### config.mk
export PLATFORM = sky130hd
export DESIGN_NAME = flow_template_extractor_top
export DESIGN_NICKNAME = d
export VERILOG_FILES = /design/src/rtl/fte_pkg.sv /design/src/rtl/fte_parser.sv /design/src/rtl/fte_serializer.sv /design/src/rtl/flow_template_extractor_top.sv
export SDC_FILE = /design/constraint.sdc
export NUM_CORES = 1
export LEC_CHECK = 0
export BUFFER_PORTS_ARGS = -buffer_cell sky130_fd_sc_hd__buf_2
export CAP_MARGIN = 10
export CORE_ASPECT_RATIO = 0.8
export CORE_MARGIN = 3
export CORE_UTILIZATION = 63
export DETAILED_ROUTE_END_ITERATION = 8
export MAX_ROUTING_LAYER = met4
export PLACE_DENSITY = 0.82
export SYNTH_ARGS = -nofsm -noshare
export SYNTH_HDL_FRONTEND = slang
export SYNTH_SLANG_ARGS = --single-unit
### constraint.sdc
create_clock -name clk -period 6.7 [get_ports clk]
set_input_delay 0.335 -clock clk [delete_from_list [all_inputs] [get_ports clk]]
set_output_delay 0.335 -clock clk [all_outputs]
set_load 0.01 [all_outputs]
### src/rtl/fte_pkg.sv
// ----------------------------------------------------------------------------
// fte_pkg - shared types and constants of the flow template extractor
// codes, header sizes and the result bundle passed from parser to serialiser
// ----------------------------------------------------------------------------
package fte_pkg;

    localparam int MAX_PACKET_BYTES_DEF = 8192;

    localparam int S_TDATA_W = 32;
    localparam int M_TDATA_W = 40;

    // export versions
    localparam logic [7:0] VER_V9    = 8'd9;
    localparam logic [7:0] VER_IPFIX = 8'd10;

    // packet header sizes in bytes
    localparam logic [4:0] HDR_V9    = 5'd20;
    localparam logic [4:0] HDR_IPFIX = 5'd16;

    // template flowset ids
    localparam logic [15:0] FSID_V9_TPL    = 16'd0;
    localparam logic [15:0] FSID_V9_OPT    = 16'd1;
    localparam logic [15:0] FSID_IPFIX_TPL = 16'd2;
    localparam logic [15:0] FSID_IPFIX_OPT = 16'd3;

    // header field patched at packet end
    localparam logic [15:0] PATCH_OFFSET = 16'd2;

    // flowset header size
    localparam logic [15:0] FS_HDR_LEN = 16'd4;

    // result kinds
    localparam logic [1:0] KIND_KEEP  = 2'd0;
    localparam logic [1:0] KIND_PATCH = 2'd1;
    localparam logic [1:0] KIND_DONE  = 2'd2;

    // done status codes
    localparam logic [1:0] ST_FOUND    = 2'd0;
    localparam logic [1:0] ST_NONE     = 2'd1;
    localparam logic [1:0] ST_REJECTED = 2'd2;
    localparam logic [1:0] ST_SHORT    = 2'd3;

    // all results caused by one input item, in output order:
    // kept bytes, then optional patch, then optional done
    typedef struct packed {
        logic [2:0]  keep_cnt;
        logic [15:0] keep_off;
        logic [31:0] keep_data;   // next byte to send in the top byte
        logic        has_patch;
        logic [15:0] patch_val;
        logic        has_done;
        logic [15:0] done_val;
        logic [1:0]  done_status;
    } bundle_t;

endpackage

### src/rtl/fte_parser.sv
// ----------------------------------------------------------------------------
// fte_parser - per-byte packet walk
// holds the packet walk state and turns each accepted byte into a result bundle
// ----------------------------------------------------------------------------
module fte_parser
    import fte_pkg::*;
#(
    parameter int MAX_PACKET_BYTES = MAX_PACKET_BYTES_DEF
)
(
    input  logic        clk,
    input  logic        rst_n,
    input  logic        in_valid,
    input  logic [7:0]  data_byte,
    input  logic [7:0]  version,
    input  logic [15:0] packet_length,
    input  logic        last_byte,
    output bundle_t     bundle
);

    logic [15:0] pos_reg,     pos_next;
    logic [15:0] off_reg,     off_next;
    logic [31:0] win_reg,     win_next;
    logic [15:0] rem_reg,     rem_next;
    logic        copy_reg,    copy_next;
    logic [15:0] seen_reg,    seen_next;
    logic [15:0] tk_reg,      tk_next;
    logic [16:0] limit_reg,   limit_next;
    logic        v9_reg,      v9_next;
    logic        badver_reg,  badver_next;
    logic        stop_reg,    stop_next;
    logic        rej_reg,     rej_next;
    logic [1:0]  fill_reg,    fill_next;

    logic        first;
    logic        ver_ok;
    logic        bad_ver;
    logic        cur_v9;
    logic        cur_badver;
    logic        cur_rej;
    logic [4:0]  hdr_len;
    logic        take;
    logic        in_hdr;
    logic [31:0] win_shift;
    logic [15:0] fs_id;
    logic [15:0] fs_len;
    logic [15:0] fs_start;
    logic [15:0] fs_room;
    logic        len_bad;
    logic        limit_hit;
    logic        is_tpl;

    assign first   = (pos_reg == 16'd0);
    assign ver_ok  = (version == VER_V9) || (version == VER_IPFIX);
    assign bad_ver = !ver_ok || (packet_length == 16'd0)
                     || ({1'b0, packet_length} > 17'(MAX_PACKET_BYTES));

    // version and rejection are decided on the first byte of a packet
    assign cur_v9     = first ? (!bad_ver && (version == VER_V9)) : v9_reg;
    assign cur_badver = first ? bad_ver : badver_reg;
    assign hdr_len    = cur_v9 ? HDR_V9 : HDR_IPFIX;
    assign cur_rej    = first ? (bad_ver || (packet_length < {11'd0, hdr_len})) : rej_reg;

    assign take   = !cur_rej && (pos_reg < packet_length);
    assign in_hdr = (pos_reg < {11'd0, hdr_len});

    assign win_shift = {win_reg[23:0], data_byte};
    assign fs_id     = win_shift[31:16];
    assign fs_len    = win_shift[15:0];
    assign fs_start  = pos_reg - 16'd3;
    assign fs_room   = packet_length - fs_start;
    assign len_bad   = (fs_len < FS_HDR_LEN)
                       || (({1'b0, fs_len} + {1'b0, FS_HDR_LEN}) > {1'b0, fs_room});
    assign limit_hit = cur_v9 && ({1'b0, seen_reg} >= limit_reg);
    assign is_tpl    = cur_v9 ? ((fs_id == FSID_V9_TPL) || (fs_id == FSID_V9_OPT))
                              : ((fs_id == FSID_IPFIX_TPL) || (fs_id == FSID_IPFIX_OPT));

    always_comb
    begin
        pos_next    = (pos_reg == 16'hFFFF) ? pos_reg : pos_reg + 16'd1;
        off_next    = off_reg;
        win_next    = win_reg;
        rem_next    = rem_reg;
        copy_next   = copy_reg;
        seen_next   = seen_reg;
        tk_next     = tk_reg;
        limit_next  = limit_reg;
        v9_next     = cur_v9;
        badver_next = cur_badver;
        stop_next   = stop_reg;
        rej_next    = cur_rej;
        fill_next   = fill_reg;

        bundle = '0;
        bundle.keep_off = off_reg;

        if (take)
        begin
            if (in_hdr)
            begin
                // packet header is copied as it stands
                bundle.keep_cnt  = 3'd1;
                bundle.keep_data = {data_byte, 24'd0};
                off_next = off_reg + 16'd1;
                win_next = win_shift;
                if (cur_v9 && (pos_reg == 16'd3))
                begin
                    limit_next = {1'b0, win_shift[15:0]} + 17'd1;
                end
                if (pos_reg == ({11'd0, hdr_len} - 16'd1))
                begin
                    win_next  = '0;
                    fill_next = '0;
                end
            end
            else if (!stop_reg)
            begin
                if (rem_reg != 16'd0)
                begin
                    // flowset body
                    if (copy_reg)
                    begin
                        bundle.keep_cnt  = 3'd1;
                        bundle.keep_data = {data_byte, 24'd0};
                        off_next = off_reg + 16'd1;
                    end
                    rem_next = rem_reg - 16'd1;
                end
                else
                begin
                    // gathering a flowset header
                    win_next = win_shift;
                    if (fill_reg != 2'd3)
                    begin
                        fill_next = fill_reg + 2'd1;
                    end
                    else
                    begin
                        fill_next = '0;
                        if (limit_hit || len_bad)
                        begin
                            stop_next = 1'b1;
                        end
                        else
                        begin
                            if (is_tpl)
                            begin
                                bundle.keep_cnt  = 3'd4;
                                bundle.keep_data = win_shift;
                                off_next = off_reg + 16'd4;
                                if (tk_reg != 16'hFFFF)
                                begin
                                    tk_next = tk_reg + 16'd1;
                                end
                            end
                            copy_next = is_tpl;
                            rem_next  = fs_len - FS_HDR_LEN;
                            if (seen_reg != 16'hFFFF)
                            begin
                                seen_next = seen_reg + 16'd1;
                            end
                        end
                    end
                end
            end
        end

        if (last_byte)
        begin
            bundle.has_done = 1'b1;
            if (cur_rej)
            begin
                bundle.done_status = cur_badver ? ST_REJECTED : ST_SHORT;
            end
            else if (tk_next != 16'd0)
            begin
                bundle.has_patch   = 1'b1;
                bundle.patch_val   = cur_v9 ? tk_next : off_next;
                bundle.done_val    = off_next;
                bundle.done_status = ST_FOUND;
            end
            else
            begin
                bundle.done_status = ST_NONE;
            end

            // back to the start of a packet
            pos_next    = '0;
            off_next    = '0;
            win_next    = '0;
            rem_next    = '0;
            copy_next   = 1'b0;
            seen_next   = '0;
            tk_next     = '0;
            limit_next  = '0;
            v9_next     = 1'b0;
            badver_next = 1'b0;
            stop_next   = 1'b0;
            rej_next    = 1'b0;
            fill_next   = '0;
        end
    end

    always_ff @(posedge clk or negedge rst_n)
    begin
        if (!rst_n)
        begin
            pos_reg    <= '0;
            off_reg    <= '0;
            win_reg    <= '0;
            rem_reg    <= '0;
            copy_reg   <= 1'b0;
            seen_reg   <= '0;
            tk_reg     <= '0;
            limit_reg  <= '0;
            v9_reg     <= 1'b0;
            badver_reg <= 1'b0;
            stop_reg   <= 1'b0;
            rej_reg    <= 1'b0;
            fill_reg   <= '0;
        end
        else if (in_valid)
        begin
            pos_reg    <= pos_next;
            off_reg    <= off_next;
            win_reg    <= win_next;
            rem_reg    <= rem_next;
            copy_reg   <= copy_next;
            seen_reg   <= seen_next;
            tk_reg     <= tk_next;
            limit_reg  <= limit_next;
            v9_reg     <= v9_next;
            badver_reg <= badver_next;
            stop_reg   <= stop_next;
            rej_reg    <= rej_next;
            fill_reg   <= fill_next;
        end
    end

    // end of packet always returns the walk to its start
    assert property (@(posedge clk) disable iff (!rst_n)
        in_valid && last_byte |=> (pos_reg == 16'd0) && (tk_reg == 16'd0) && !stop_reg)
        else $error("walk state not cleared after packet end");

    // byte position steps by one on every accepted byte but the last, until it saturates
    assert property (@(posedge clk) disable iff (!rst_n)
        in_valid && !last_byte && (pos_reg != 16'hFFFF) |=> pos_reg == $past(pos_reg) + 16'd1)
        else $error("byte position out of step");

    // the walk only halts between flowsets
    assert property (@(posedge clk) disable iff (!rst_n)
        (rem_reg != 16'd0) |-> !stop_reg)
        else $error("walk halted inside a flowset body");

endmodule

### src/rtl/fte_serializer.sv
// ----------------------------------------------------------------------------
// fte_serializer - result bundle to single item stream
// holds one bundle and sends its results through an output register
// ----------------------------------------------------------------------------
module fte_serializer
    import fte_pkg::*;
(
    input  logic        clk,
    input  logic        rst_n,
    input  logic        load,
    input  bundle_t     bundle,
    output logic        in_ready,
    output logic        out_valid,
    input  logic        out_ready,
    output logic [1:0]  out_kind,
    output logic [15:0] out_offset,
    output logic [15:0] out_value,
    output logic [1:0]  out_status,
    output logic        out_last
);

    bundle_t     bnd_reg;
    logic        out_valid_reg;
    logic [1:0]  out_kind_reg;
    logic [15:0] out_off_reg;
    logic [15:0] out_val_reg;
    logic [1:0]  out_status_reg;
    logic        out_last_reg;

    logic        bnd_busy;
    logic        out_load;
    logic        drain;
    logic        last_elem;

    assign bnd_busy  = (bnd_reg.keep_cnt != 3'd0) || bnd_reg.has_patch || bnd_reg.has_done;
    assign out_load  = !out_valid_reg || out_ready;
    assign drain     = bnd_busy && out_load;
    assign last_elem = (bnd_reg.keep_cnt == 3'd1 && !bnd_reg.has_patch && !bnd_reg.has_done)
                       || (bnd_reg.keep_cnt == 3'd0 && bnd_reg.has_patch && !bnd_reg.has_done)
                       || (bnd_reg.keep_cnt == 3'd0 && !bnd_reg.has_patch && bnd_reg.has_done);

    // a new bundle may enter while its last result moves to the output
    assign in_ready = !bnd_busy || (out_load && last_elem);

    always_ff @(posedge clk or negedge rst_n)
    begin
        if (!rst_n)
        begin
            bnd_reg <= '0;
        end
        else if (load)
        begin
            bnd_reg <= bundle;
        end
        else if (drain)
        begin
            if (bnd_reg.keep_cnt != 3'd0)
            begin
                bnd_reg.keep_cnt  <= bnd_reg.keep_cnt - 3'd1;
                bnd_reg.keep_off  <= bnd_reg.keep_off + 16'd1;
                bnd_reg.keep_data <= {bnd_reg.keep_data[23:0], 8'd0};
            end
            else if (bnd_reg.has_patch)
            begin
                bnd_reg.has_patch <= 1'b0;
            end
            else
            begin
                bnd_reg.has_done <= 1'b0;
            end
        end
    end

    always_ff @(posedge clk or negedge rst_n)
    begin
        if (!rst_n)
        begin
            out_valid_reg <= 1'b0;
        end
        else if (out_load)
        begin
            out_valid_reg <= bnd_busy;
        end
    end

    always_ff @(posedge clk)
    begin
        if (drain)
        begin
            out_last_reg <= last_elem;
            if (bnd_reg.keep_cnt != 3'd0)
            begin
                out_kind_reg   <= KIND_KEEP;
                out_off_reg    <= bnd_reg.keep_off;
                out_val_reg    <= {8'd0, bnd_reg.keep_data[31:24]};
                out_status_reg <= ST_FOUND;
            end
            else if (bnd_reg.has_patch)
            begin
                out_kind_reg   <= KIND_PATCH;
                out_off_reg    <= PATCH_OFFSET;
                out_val_reg    <= bnd_reg.patch_val;
                out_status_reg <= ST_FOUND;
            end
            else
            begin
                out_kind_reg   <= KIND_DONE;
                out_off_reg    <= 16'd0;
                out_val_reg    <= bnd_reg.done_val;
                out_status_reg <= bnd_reg.done_status;
            end
        end
    end

    assign out_valid  = out_valid_reg;
    assign out_kind   = out_kind_reg;
    assign out_offset = out_off_reg;
    assign out_value  = out_val_reg;
    assign out_status = out_status_reg;
    assign out_last   = out_last_reg;

    // a done result always closes the results of its byte
    assert property (@(posedge clk) disable iff (!rst_n)
        out_valid_reg && (out_kind_reg == KIND_DONE) |-> out_last_reg)
        else $error("done result not marked last");

    // a patch is always followed by its done result
    assert property (@(posedge clk) disable iff (!rst_n)
        out_valid_reg && (out_kind_reg == KIND_PATCH) |-> !out_last_reg)
        else $error("patch result marked last");

    // no bundle ever carries more than one flowset header of kept bytes
    assert property (@(posedge clk) disable iff (!rst_n)
        bnd_reg.keep_cnt <= 3'd4)
        else $error("kept byte count out of range");

    // a bundle is never overwritten while results remain behind its last one
    assert property (@(posedge clk) disable iff (!rst_n)
        load && bnd_busy |-> drain && last_elem)
        else $error("bundle overwritten before drained");

endmodule

### src/rtl/flow_template_extractor_top.sv
// ----------------------------------------------------------------------------
// flow_template_extractor_top - template flowset filter for flow export packets
// keeps the header and template flowsets of v9 and ipfix packets, patches
// the header count or length field and reports the kept length
// ----------------------------------------------------------------------------
// The block takes one packet byte per item on the slave side and keeps a
// running walk of the packet: the 20-byte (v9) or 16-byte (ipfix) header is
// passed on, then each flowset header is gathered and template flowsets
// (ids 0 and 1 for v9, 2 and 3 for ipfix) are passed on while others are
// skipped. The walk halts on a flowset length below 4, a length that plus 4
// overruns the packet from the flowset start, or for v9 once the header
// count plus one flowsets are taken. On the byte marked tlast the block
// sends a patch for offset 2 (template count for v9, kept length for ipfix)
// when templates were kept, then a done item with a status and, in that case,
// the kept length. The results of each byte (up to six) leave one per
// cycle through a single output register while m_tready is high, which sets
// the rate: a byte with at most one result is taken every cycle unless the
// output stalls, one that completes a kept flowset header (four results) or
// ends the packet (up to six) holds the input until all but one have left.
module flow_template_extractor_top
    import fte_pkg::*;
#(
    parameter int MAX_PACKET_BYTES = MAX_PACKET_BYTES_DEF
)
(
    input  logic                 clk,
    input  logic                 rst_n,
    input  logic                 s_tvalid,
    output logic                 s_tready,
    input  logic [S_TDATA_W-1:0] s_tdata,   // data_byte[7:0], version[15:8], packet_length[31:16]
    input  logic                 s_tlast,   // last_byte
    output logic                 m_tvalid,
    input  logic                 m_tready,
    output logic [M_TDATA_W-1:0] m_tdata,   // offset[15:0], value[31:16], status[33:32], zero fill
    output logic [1:0]           m_tuser,   // kind
    output logic                 m_tlast    // last_result
);

    logic        accept;
    bundle_t     bundle;
    logic [15:0] res_offset;
    logic [15:0] res_value;
    logic [1:0]  res_status;

    // an item is taken whenever the serialiser can hold its bundle
    assign accept = s_tvalid && s_tready;

    fte_parser #(
        .MAX_PACKET_BYTES (MAX_PACKET_BYTES)
    ) u_parser (
        .clk           (clk),
        .rst_n         (rst_n),
        .in_valid      (accept),
        .data_byte     (s_tdata[7:0]),
        .version       (s_tdata[15:8]),
        .packet_length (s_tdata[31:16]),
        .last_byte     (s_tlast),
        .bundle        (bundle)
    );

    fte_serializer u_serializer (
        .clk        (clk),
        .rst_n      (rst_n),
        .load       (accept),
        .bundle     (bundle),
        .in_ready   (s_tready),
        .out_valid  (m_tvalid),
        .out_ready  (m_tready),
        .out_kind   (m_tuser),
        .out_offset (res_offset),
        .out_value  (res_value),
        .out_status (res_status),
        .out_last   (m_tlast)
    );

    // result fields packed from the lowest bit, zero filled to whole bytes
    assign m_tdata = {6'd0, res_status, res_value, res_offset};

endmodule
-- Yosys cells after proc, flatten, opt, wreduce, memory -nomap -nowiden
Index checks and enable logic that the tools add are counted.
W data, S select, Z words.
- register bits: 253
- input bits: 37
- output and inout port bits: 45
- logic and storage cells: 246
- $add $sub $neg: 15
- magnitude comparators: 7
- equality and inequality tests: 25
- multiplexer cells: 112
- reductions and logical operators: 59
- operators by type and width (cell ; number):
    $mux W16 ; 40
    $mux W32 ; 8
    $mux W24 ; 6
    $mux W52 ; 2
    $mux W17 ; 6
    $add A16 B1 Y16 const B ; 5
    $mux W51 ; 1
    $eq A16 B2 Y1 const B ; 3
    $logic_not A16 Y1 ; 3
    $mux W36 ; 1
    $lt A16 B5 Y1 ; 2
    $ne A16 B16 Y1 const B ; 2
    $reduce_bool A16 Y1 ; 2
    $mux W1 ; 29
    $mux W3 ; 8
    $mux W2 ; 10
    $ne A2 B2 Y1 const B ; 9
    $add A16 B1 Y17 const B ; 1
    $add A16 B3 Y17 const B ; 1
    $ge A16 B17 Y1 ; 1
    $gt A17 B16 Y1 ; 1
    $add A16 B3 Y16 const B ; 1
    $eq A16 B1 Y1 const B ; 1
    $eq A16 B16 Y1 ; 1
    30 further kinds ; 74

-- Depth between registers and ports, before layout
Gate-level depths: netlist of the first run.
- depth after elaboration: 21
- mapped depth: 27
- mapped depth without buffers: 25

-- Cells and area by module
From an unflattened synthesis of the first run, not the netlist that was laid out.
- cell total of the unflattened synthesis: 1868
- area, all modules: 16643.5 um^2
- modules (own cells, without submodules) (module ; instances ; cells each ; area each (um^2) ; seq. area each (um^2)):
    fte_parser ; 1 ; 1397 ; 11091.9 ; 3203.1
    fte_serializer ; 1 ; 463 ; 5496.5 ; 3313.2
    flow_template_extractor_top ; 1 ; 8 ; 55.1 ; 0.0

-- Least setup slack after synthesis of the first run
No wires, ideal clock.
- path type: register to register
- start: reg u_parser.pos_reg[2]
- end: reg u_parser.seen_reg[13]
- library setup time: 132 ps
- arrival: 5567 ps
- data required time: 6568 ps
- slack: 1001 ps
- stages on the path, launching flop included: 27
- path buffers: 2
- period minus slack after synthesis: 5699 ps
- cells stage by stage: dfrtp_1 > ha_1 > inv_1 > ha_1 > a21o_1 > a21oi_1 > o31ai_1 > a21o_1 > a21oi_1 > o21ai_0 > a211oi_1 > o21bai_1 > a21oi_1 > xor2_1 > ha_1 > a21o_1 > a21oi_1 > o211ai_1 > a221o_1 > nor2_1 > clkbuf_1 > a41oi_1 > nor3_1 > clkbuf_1 > nand4b_1 > xnor2_1 > nor2_1
- word-level cells in the longest chain between the ends: 10
- elaborated cells on any way between the ends: 20
- those cells by class: add/sub (2); order compare (4); eq/ne (2); mux (3); reduce/logical (9)
- ends and longest elaborated chain (what ; line ; RTL):
    from (decl) ; fte_parser.sv:21 ; logic [15:0] pos_reg, pos_next;
    from (signal assigned) ; fte_parser.sv:224 ; pos_reg <= pos_next;
    branches (longest 9 deep; another with $gt A17 B16 Y1) ; - ;
    $reduce_and A8 Y1 (no line) * ; - ;
    to (signal assigned) ; fte_parser.sv:229 ; seen_reg <= seen_next;
    to (decl) ; fte_parser.sv:26 ; logic [15:0] seen_reg, seen_next;
Mark *: on every way between the ends.
A chain may end at the register's enable or synchronous reset.

-- Final worst setup path of the first run
- start: reg u_parser.pos_reg[1]
- end: reg u_serializer.bnd_reg[17] (netlist name)
- word-level cells in the longest chain between the ends: 15
- elaborated cells on any way between the ends: 35
- those cells by class: add/sub (2); order compare (4); mux (21); reduce/logical (8)
- ends and longest elaborated chain (what ; line ; RTL):
    $sub A16 B2 Y16 ; fte_parser.sv:70 ; assign fs_start = pos_reg - 16'd3;
    $sub A16 B16 Y16 ; fte_parser.sv:71 ; assign fs_room = packet_length - fs_start;
    $gt A17 B16 Y1 ; fte_parser.sv:73 ; || (({1'b0, fs_len} + {1'b0, FS_HDR_LEN}) > {1'b0, fs_room});
    $logic_or A1 B1 Y1 ; fte_parser.sv:73 ;
    $logic_or A1 B1 Y1 ; fte_parser.sv:140 ; if (limit_hit || len_bad)
    $mux W16 ; fte_parser.sv:140 ;
    $mux W16 ; fte_parser.sv:133 ; if (fill_reg != 2'd3)
    $mux W16 ; fte_parser.sv:118 ; if (rem_reg != 16'd0)
    $mux W16 ; fte_parser.sv:116 ; else if (!stop_reg)
    $mux W16 ; fte_parser.sv:99 ; if (in_hdr)
    $mux W16 ; fte_parser.sv:97 ; if (take)
    $reduce_bool A16 Y1 ; fte_parser.sv:175 ; else if (tk_next != 16'd0)
    $mux W16 ; fte_parser.sv:175 ;
    $mux W16 * ; fte_parser.sv:171 ; if (cur_rej)
    $mux W36 * ; fte_parser.sv:168 ; if (last_byte)
    to (signal assigned) ; fte_serializer.sv:53 ; bnd_reg <= bundle;
    to (decl) ; fte_serializer.sv:22 ; bundle_t bnd_reg;
Mark *: on every way between the ends. The rest lies on a longest branch, timed or not.

==> results of run 1 <==
-- layer usage --
layer / track usage (%) / vias to the layer above
li1: - / 6661
met3: 8.34 / 113
met1: 50.0 / 6813
met4: 9.45 / 0
met5: - / -
met2: 46.8 / 744
-- critical path, delay by kind of cell (launching register included) --
kind / cells / cell delay, ps
simple gates: 10 / 1960
buf+inv: 2 / 400
flops: 1 / 420
fa+ha+maj: 4 / 1320
compound gates: 9 / 2070
xor+xnor: 1 / 120
-- placed cells by master, fill, tap and decap left out, types with 11 or more instances in the layout --
master / count
dfrtp_1: 216
nand2_1: 196
nor2_1: 177
o21ai_0: 123
ha_1: 93
a21oi_1: 81
inv_1: 80
buf_2: 74
nand3_1: 73
xnor2_1: 53
nor3_1: 51
xor2_1: 48
a22o_1: 43
mux2i_1: 38
edfxtp_1: 37
buf_4: 35
nand4_1: 34
a31oi_1: 34
and3_1: 31
o31ai_1: 28
clkbuf_16: 27
nor4_1: 24
and2_1: 24
a32o_1: 18
nand2b_1: 14
o21a_1: 13
or3_1: 12
o22ai_1: 12
a211oi_1: 11
and4_1: 11
-- how the worst max path moves through the flow --
stage / from / end / slack [ps] / depth (start not counted)
after floorplan: u_parser.pos_reg[2]$_DFFE_PN0P_ / u_parser.seen_reg[13]$_DFFE_PN0P_ / 1000 / 26
after global placement: s_tdata[18] / u_serializer.bnd_reg[17]$_DFFE_PN0P_ / 290 / 28
after detailed placement: s_tdata[17] / u_serializer.bnd_reg[17]$_DFFE_PN0P_ / 150 / 28
after CTS: u_parser.pos_reg[2]$_DFFE_PN0P_ / u_serializer.bnd_reg[17]$_DFFE_PN0P_ / 200 / 26
after global routing: u_parser.pos_reg[1]$_DFFE_PN0P_ / u_serializer.bnd_reg[10]$_DFFE_PN0P_ / -4 / 26
final: u_parser.pos_reg[1]$_DFFE_PN0P_ / u_serializer.bnd_reg[17]$_DFFE_PN0P_ / 300 / 26
-- repair_timing --
action	CTS	global route
gates resized for setup	0	8
hold buffers	1	0
setup endpoints to repair	0	30
setup buffers	0	1
hold endpoints to repair	62	0
-- power by group through the flow --
stage | Combinational, µW | Sequential, µW | Clock (µW)
after floorplan | 2680 | 2380 | 0
after global placement | 3630 | 2510 | 0
after detailed placement | 3740 | 2540 | 0
after CTS | 3760 | 2520 | 1490
after global routing | 4290 | 2590 | 1560
final | 3890 | 2540 | 1470
-- kinds of logic (layout without fill, tap and decap cells) --
kind of cell / Yosys count / after routing / synth area share (%)
buf+inv: 207 / 242 / 5.06
other cells: 1 / 7 / 0.0232
flops: 253 / 253 / 40.4
xor+xnor: 101 / 101 / 5.48
simple gates: 692 / 693 / 20.7
mux: 40 / 40 / 2.50
compound gates: 447 / 447 / 18.5
fa+ha+maj: 94 / 94 / 7.34
-- final cells by class --
class / instances / area, µm² / share of cell area, %
Clock inverter: 7 / 91.3 / 0.518
Antenna cell: 1 / 2.50 / 0.0142
Inverter: 81 / 304 / 1.72
Clock buffer: 41 / 768 / 4.35
Multi-Input combinational cell: 1381 / 8890 / 50.4
Timing Repair Buffer: 113 / 681 / 3.86
Tap cell: 318 / 398 / 2.25
Sequential cell: 253 / 6520 / 36.9
-- through the flow --
step	power [µW]	instance area [µm²]	worst slack (ps)	setup TNS [ps]	util, %
finish	7910	17600	301	0	71.3
global route	8440	17600	-4.04	-7.26	71.3
CTS	7760	17600	205	0	71.0
detailed placement	6280	16700	152	0	67.5
global placement	6130	16700	289	0	67.5
floorplan	5060	16200	1000	0	-
==> results by stage, run 1 <==
Setup path:
- The reg-to-reg startpoint is u_parser.pos_reg[1]$_DFFE_PN0P_.
- Along the worst path, the maximum fanout reaches 10.
- STA classifies the critical path startpoint as a register.
- Among the stages of the critical path, the cell type that occurs most often is ha_1.
- At the worst endpoint, the required time is between 7000 and 8000 ps.
- The end of the worst register-to-register path is u_serializer.bnd_reg[17]$_DFFE_PN0P_.
- The worst setup path is of the reg2reg kind.
- In this design, the stage delay of the slowest critical-path cell is 660 ps.
- The worst-case register-to-register setup slack is around 300 ps.
- The worst setup path is captured at a register.
- The number of cells traversed by the worst register-to-register path is 26.
- The cell with the largest stage delay on the worst path is or4_4.
- Data arrives at the worst endpoint at between 6000 and 7000 ps.

Logic synthesis:
- dfrtp_1 is the most common cell in the netlist.
- In this run the biggest area consumer among cell types represents approximately 34% of the synthesized area.
- After synthesis, the cell types taking the most area are dfrtp_1 (34%), ha_1 (7.2%), edfxtp_1 (6.9%).
- The instance count of the mapped netlist is around 1,800.
- The commonest cells after synthesis are dfrtp_1 (216), nand2_1 (197), nor2_1 (179).
- The number of synthesized flops with an enable pin is 37.
- The cell area that synthesis handed to floorplanning was around 16,000 µm².
- Sequential cells were found to cover about two fifths of the synthesized design area.
- The flip-flop and latch count after synthesis is between 200 and 300.
- The number of distinct library cells after synthesis is 80.
- The Yosys step of the flow raised 0 warnings.
- The largest total area in the synthesized netlist belongs to dfrtp_1.
- The average footprint of a synthesized cell is between 8 and 9 µm².
- After synthesis, the share of flip-flops with an asynchronous set or reset is between 80 and 90%.
- The most used flip-flop cell after synthesis is dfrtp_1.

Placed design:
- The global placer's final weighted congestion is just over 1.
- Buffers placed on the I/O ports in this run total between 70 and 80.
- The number of placed instances with taps included is between 2,000 and 2,500.
- The placed wire-length estimate is 31,900 µm.

Clocking:
- The count of H-tree levels built during CTS is 1.
- The clock-pin transition on the worst setup and hold timing paths is roughly 60 ps.
- The clock net in this run drives a total of around 250 sinks.
- The clock tree from TritonCTS is built.
- The TritonCTS buffer count is 27.
- The later pin in the worst-skew pair is clocked with a latency of around 550 ps.
- The cell chosen for the clock root is clkbuf_16.
- The clock tree buffer depth is 3.

Power and ir drop:
- The worst-case IR drop observed on VDD is ~0.00034 V.
- The internal power contribution is 4330 µW.
- The clock network fraction of design power is 18.6%.
- Combinational cells account for 49.3% of the total power.
- For this design the total switching power over the nets is 3570 µW.
- The total power divided by cell area is 448 nW/µm².
- The fraction of power spent switching nets is roughly 45%.
- The share of total power in sequential cells is 32.1%.
- For this design the static power due to leakage is 0.00771 µW.

STA:
- The final max-slew violation count was 0.
- Clock skew on the completed layout was measured at approximately 19 ps.
- The slew at the pin closest to its max-slew limit is ~1200 ps.
- Of the available clock period, the critical path in the final layout requires 95.5%.
- Final hold analysis gives a worst-case slack of approximately 190 ps.
- The worst slew slack as a fraction of its limit is about a fifth.
- The total count of hold-check failures in the final report was 0.
- The total of endpoints with negative setup slack in the final report is 0.
- For the finished layout, the period the worst path requires is ~6400 ps.
- Based on the critical path, the design can be clocked at up to 156 MHz.

Detailed routing:
- Summed over all layers, the routed wires come to 45,700 µm.
- After detailed routing, the average wire length per cell comes to 20.8 µm.
- The detailed router put a total of ~20,000 µm of wire on met1.
- The length of routed met3 wiring is ~5000 µm.
- The first detailed-routing pass took 6 iterations.
- Using the TritonRoute via totals, the vias-per-cell ratio works out to 6.53.
- The met2 layer wire length in the routed design is approximately 19,000 µm.
- For this run, design rule violations remaining after detail routing come to 0.
- The number of nets still failing antenna checks after routing is 0.
- The total via count in the routed design is 14,300.
- The initial DRC count is ~1,800.
- The highest routed metal layer is met4.

Floorplanning:
- The starting density of the core is ~65%.
- The floorplan step defined a die boundary enclosing 27,600 µm².
- The count of boundary I/O pins is between 80 and 90.
- The total area inside the core boundary comes to 24,800 µm².
- The number of placement rows is 51.
- From left edge to right edge, the die measures between 150 and 200 µm.
- The floorplan step set the die height to around 150 µm.

Flow run:
- The number of maximum-capacitance violations is 0.

Cells and area:
- From synthesis to final layout, the design area changed by 9.38%.
- The fill cell total of the finished layout is 1,887.
- Cells with a size suffix above 1 make up a little under a tenth of the layout.
- The final cell count without fillers is approximately 2,200.
- After the last flow step, the layout net total stands at approximately 2,000.
- The register with the most flip-flops in the layout has 87 of them.

Global routing:
- Global routing used about a third of the available tracks.
- Entering global routing, the biggest net connects ~140 pins.
- The initial antenna violation count is 1.
- The wire length of the first global-routing pass is between 70,000 and 80,000 µm.
- The overflow left after global routing is 0.
- The via count of the first global-routing pass is approximately 14,000.

Min path:
- The startpoint of the worst hold path is s_tdata[1].
- The hold-critical path endpoint is u_serializer.bnd_reg[61]$_DFFE_PN0P_.
- The worst hold path passes through 3 cells.
- The class of the worst hold path is in2reg.

Status:
- The run finished with clean final reports.
Note: power is estimated with default switching activity, not from simulation.
==> run 2, diff against run 1 <==
--- a/config.mk
+++ b/config.mk
@@ -8,11 +8,10 @@
 export BUFFER_PORTS_ARGS = -buffer_cell sky130_fd_sc_hd__buf_2
 export CAP_MARGIN = 10
 export CORE_ASPECT_RATIO = 0.8
-export CORE_MARGIN = 3
 export CORE_UTILIZATION = 63
 export DETAILED_ROUTE_END_ITERATION = 8
 export MAX_ROUTING_LAYER = met4
-export PLACE_DENSITY = 0.82
+export PLACE_DENSITY_LB_ADDON = 0.15
 export SYNTH_ARGS = -nofsm -noshare
 export SYNTH_HDL_FRONTEND = slang
 export SYNTH_SLANG_ARGS = --single-unit
==> constraint.sdc (replaced) <==
create_clock -name clk -period 6.7 [get_ports clk]
set_input_delay 1.005 -clock clk [delete_from_list [all_inputs] [get_ports clk]]
set_output_delay 1.005 -clock clk [all_outputs]
set_load 0.01 [all_outputs]
==> results by stage, run 2 (same netlist as run 1, synthesis figures left out) <==
Cells and area:
- In the final layout, flip-flops and latches occupy around 6500 µm².
- The register with the most flip-flops in the layout has 87 of them.
- The synthesis-to-layout area growth is 10.1%.
- The diode insertion count for antenna repair is 0.
- The leading cell type in the layout, fill and taps excluded is dfrtp_1.
- The multi-input gate area in the final layout is between 8000 and 9000 µm².
- In the layout the commonest cells are dfrtp_1 (216), nand2_1 (196), nor2_1 (177).
- The proportion of layout cells with a drive suffix above 1 is between 10% and 20%.
- After routing the design area is ~18,000 µm².
- The filler cells instantiated in the layout total between 1,500 and 2,000.
- After the last flow step, the layout net total stands at around 2,000.

Power and ir drop:
- The worst-case IR drop observed on VDD is between 0.0002 and 0.00025 V.
- The power consumption is slightly above 8000 µW.
- Summed over all cells, the static leakage comes to just under 0.008 µW.
- The total power divided by cell area is ~450 nW/µm².

Detailed routing:
- In the final routed layout, each cell accounts on average for ~21 µm.
- After detailed routing, the number of remaining DRC violations is 0.
- The first routing iteration left about 1,900 violations.
- In the routed layout, each cell is associated on average with a via count of roughly 6.6.
- The post-detailed-routing wire length is between 40,000 and 50,000 µm.
- The detail route stage leaves a number of antenna-violating nets equal to 0.
- The first TritonRoute pass finished after 6 iterations.
- The routed layout has 14,600 vias.

Setup path:
- The critical path is of the in2reg type.
- The sort of element at the start of the critical path is a primary input.
- The worst setup path is captured at a register.
- The critical path required time is 7140 ps.
- The maximum fanout along the worst path is 16.
- The worst endpoint data arrival time is approximately 6700 ps.

STA:
- Setup repair after global routing left no endpoint under its margin.
- The final max-slew violation count is 0.
- The setup slack of the critical path after layout is between 400 and 500 ps.
- The portion of the clock cycle consumed by the worst path in the final layout is roughly 94%.
- The worst slew slack as a fraction of its limit is a little under 20%.
- For the finished layout, the period the worst path requires is 6280 ps.
- Based on the critical path, the design can be clocked at up to approximately 160 MHz.
- The slew at the pin closest to its max-slew limit is about 1200 ps.
- Setup violations remaining at the end of the flow were counted as 0.
- The clock arrives with ~15 ps of skew.
- The total count of hold-check failures in the final report is 0.

Global routing:
- Entering global routing, the biggest net connects 90 pins.
- The wire length of the first global-routing pass is about 75,000 µm.
- Global routing used 36.9% of the available tracks.
- The via count of the first global-routing pass is approximately 13,000.
- After global routing the overflow that remains totals 0.
- The initial antenna violation count is 0.

Placed design:
- The post-placement cell area is between 15,000 and 20,000 µm².
- Input and output buffers added on the ports amount to 75.
- OpenSTA, run right after detailed placement, puts the worst setup slack at -158 ps.
- The placed wire-length estimate is roughly 34,000 µm.
- The global placer's final weighted congestion is roughly 0.99.

Min path:
- The tightest min-delay check is of the in2async type.

Clocking:
- TritonCTS built the clock tree.
- The count of clock tree sinks is between 200 and 300.
- CTS built an H-tree with a depth of 1.
- The clock tree buffer depth is 3.
- Clock-pin slew was measured on the worst setup and hold paths at roughly 60 ps.
- Clock tree synthesis inserted a total of 26 buffers.
- Post-CTS timing repair inserted 0 buffers for setup.
- The cell chosen for the clock root is clkbuf_16.
- The clock network latency to the later pin of the worst-skew pair is approximately 560 ps.

Floorplanning:
- Measured along the x axis, the die boundary spans 181 µm.
- During I/O placement, the number of pins put on the boundary was between 80 and 90.
- The number of placement rows is 51.
- The starting density of the core is between 60% and 70%.
- The die outline area is around 26,000 µm².
- The floorplan step defined a core boundary enclosing between 20,000 and 25,000 µm².
- The vertical extent of the die is roughly 150 µm.

Flow run:
- The number of maximum-capacitance violations is 0.

Status:
- The run finished with clean final reports.
-- run 2: changes by cell type in the layout (fill, tap and decap cells not counted), sizes merged --
cell	delta
inv	-1
dlygate4sd3	-1
clkbuf	-1
or4	-1
clkinvlp	+1
diode	-1
bufinv	+1
buf	+12
-- run 2: through the flow --
step | util [%] | TNS [ps] | std cells | hold slack (ps)
floorplan | - | 0 | 1840 | 439
finish | 71.8 | 0 | 2204 | 416
global route | 71.8 | 0 | 2204 | 479
global placement | 67.9 | 0 | 2155 | 455
CTS | 71.6 | 0 | 2203 | 466
detailed placement | 67.9 | -2710 | 2155 | 456
-- run 2: layout make-up --
cell class                 instances  share of cell area, %
multi-input combinational       1380                   50.0
clock inverter                     8                  0.739
inverter                          81                   1.71
sequential                       253                   36.7
clock buffer                      40                   4.41
tap                              318                   2.24
timing repair buffer             124                   4.26
-- run 2: routing by layer --
metal	up-vias	wire length, µm	global-route usage [%]
li1	6658	-	-
met1	7098	21400	55.0
met2	779	20200	52.5
met3	73	4620	6.55
met4	0	946	7.35
met5	-	0	-
-- run 2: final timing paths --
check	from	endpoint	slack, ps	cells past startpoint
worst max-delay path	s_tdata[18]	u_serializer.bnd_reg[17]$_DFFE_PN0P_	420	28
worst min-delay path	rst_n	u_parser.seen_reg[8]$_DFFE_PN0P_	420	1
worst max register to register	u_parser.pos_reg[2]$_DFFE_PN0P_	u_serializer.bnd_reg[17]$_DFFE_PN0P_	560	26
worst min register to register	u_serializer.bnd_reg[55]$_DFFE_PN0P_	u_serializer.bnd_reg[55]$_DFFE_PN0P_	470	2
max in group asynchronous	rst_n	u_serializer.bnd_reg[31]$_DFFE_PN0P_	4890	2
min in group clk	u_serializer.bnd_reg[55]$_DFFE_PN0P_	u_serializer.bnd_reg[55]$_DFFE_PN0P_	470	2
-- run 2: what timing repair did --
item / in CTS / in global routing
resized for setup: 0 / 7
hold endpoints to repair: 0 / 0
hold buffers: 0 / 0
endpoints found under the setup margin: 0 / 20
-- run 2: where the power goes --
part / internal, µW / total (µW) / switching (µW)
clock: 921 / 1550 / 630
combinational: 1440 / 3970 / 2530
sequential: 2060 / 2540 / 482
-- run 2: critical path, cell delays in order --
cell	delay, ps
buf_2	100
inv_1	60
ha_1	300
inv_1	80
ha_1	290
a21o_1	150
a21oi_1	250
o31ai_1	140
a21o_1	190
a21oi_1	180
o21ai_0	130
a211oi_1	290
o21bai_1	120
a21oi_1	180
xor2_1	170
ha_1	280
a21o_1	160
a21oi_1	160
o211ai_1	130
a221o_1	450
nor2_2	190
buf_4	160
nand4_1	100
mux2i_1	240
nand4b_1	180
or4_1	550
buf_4	220
a32o_1	250
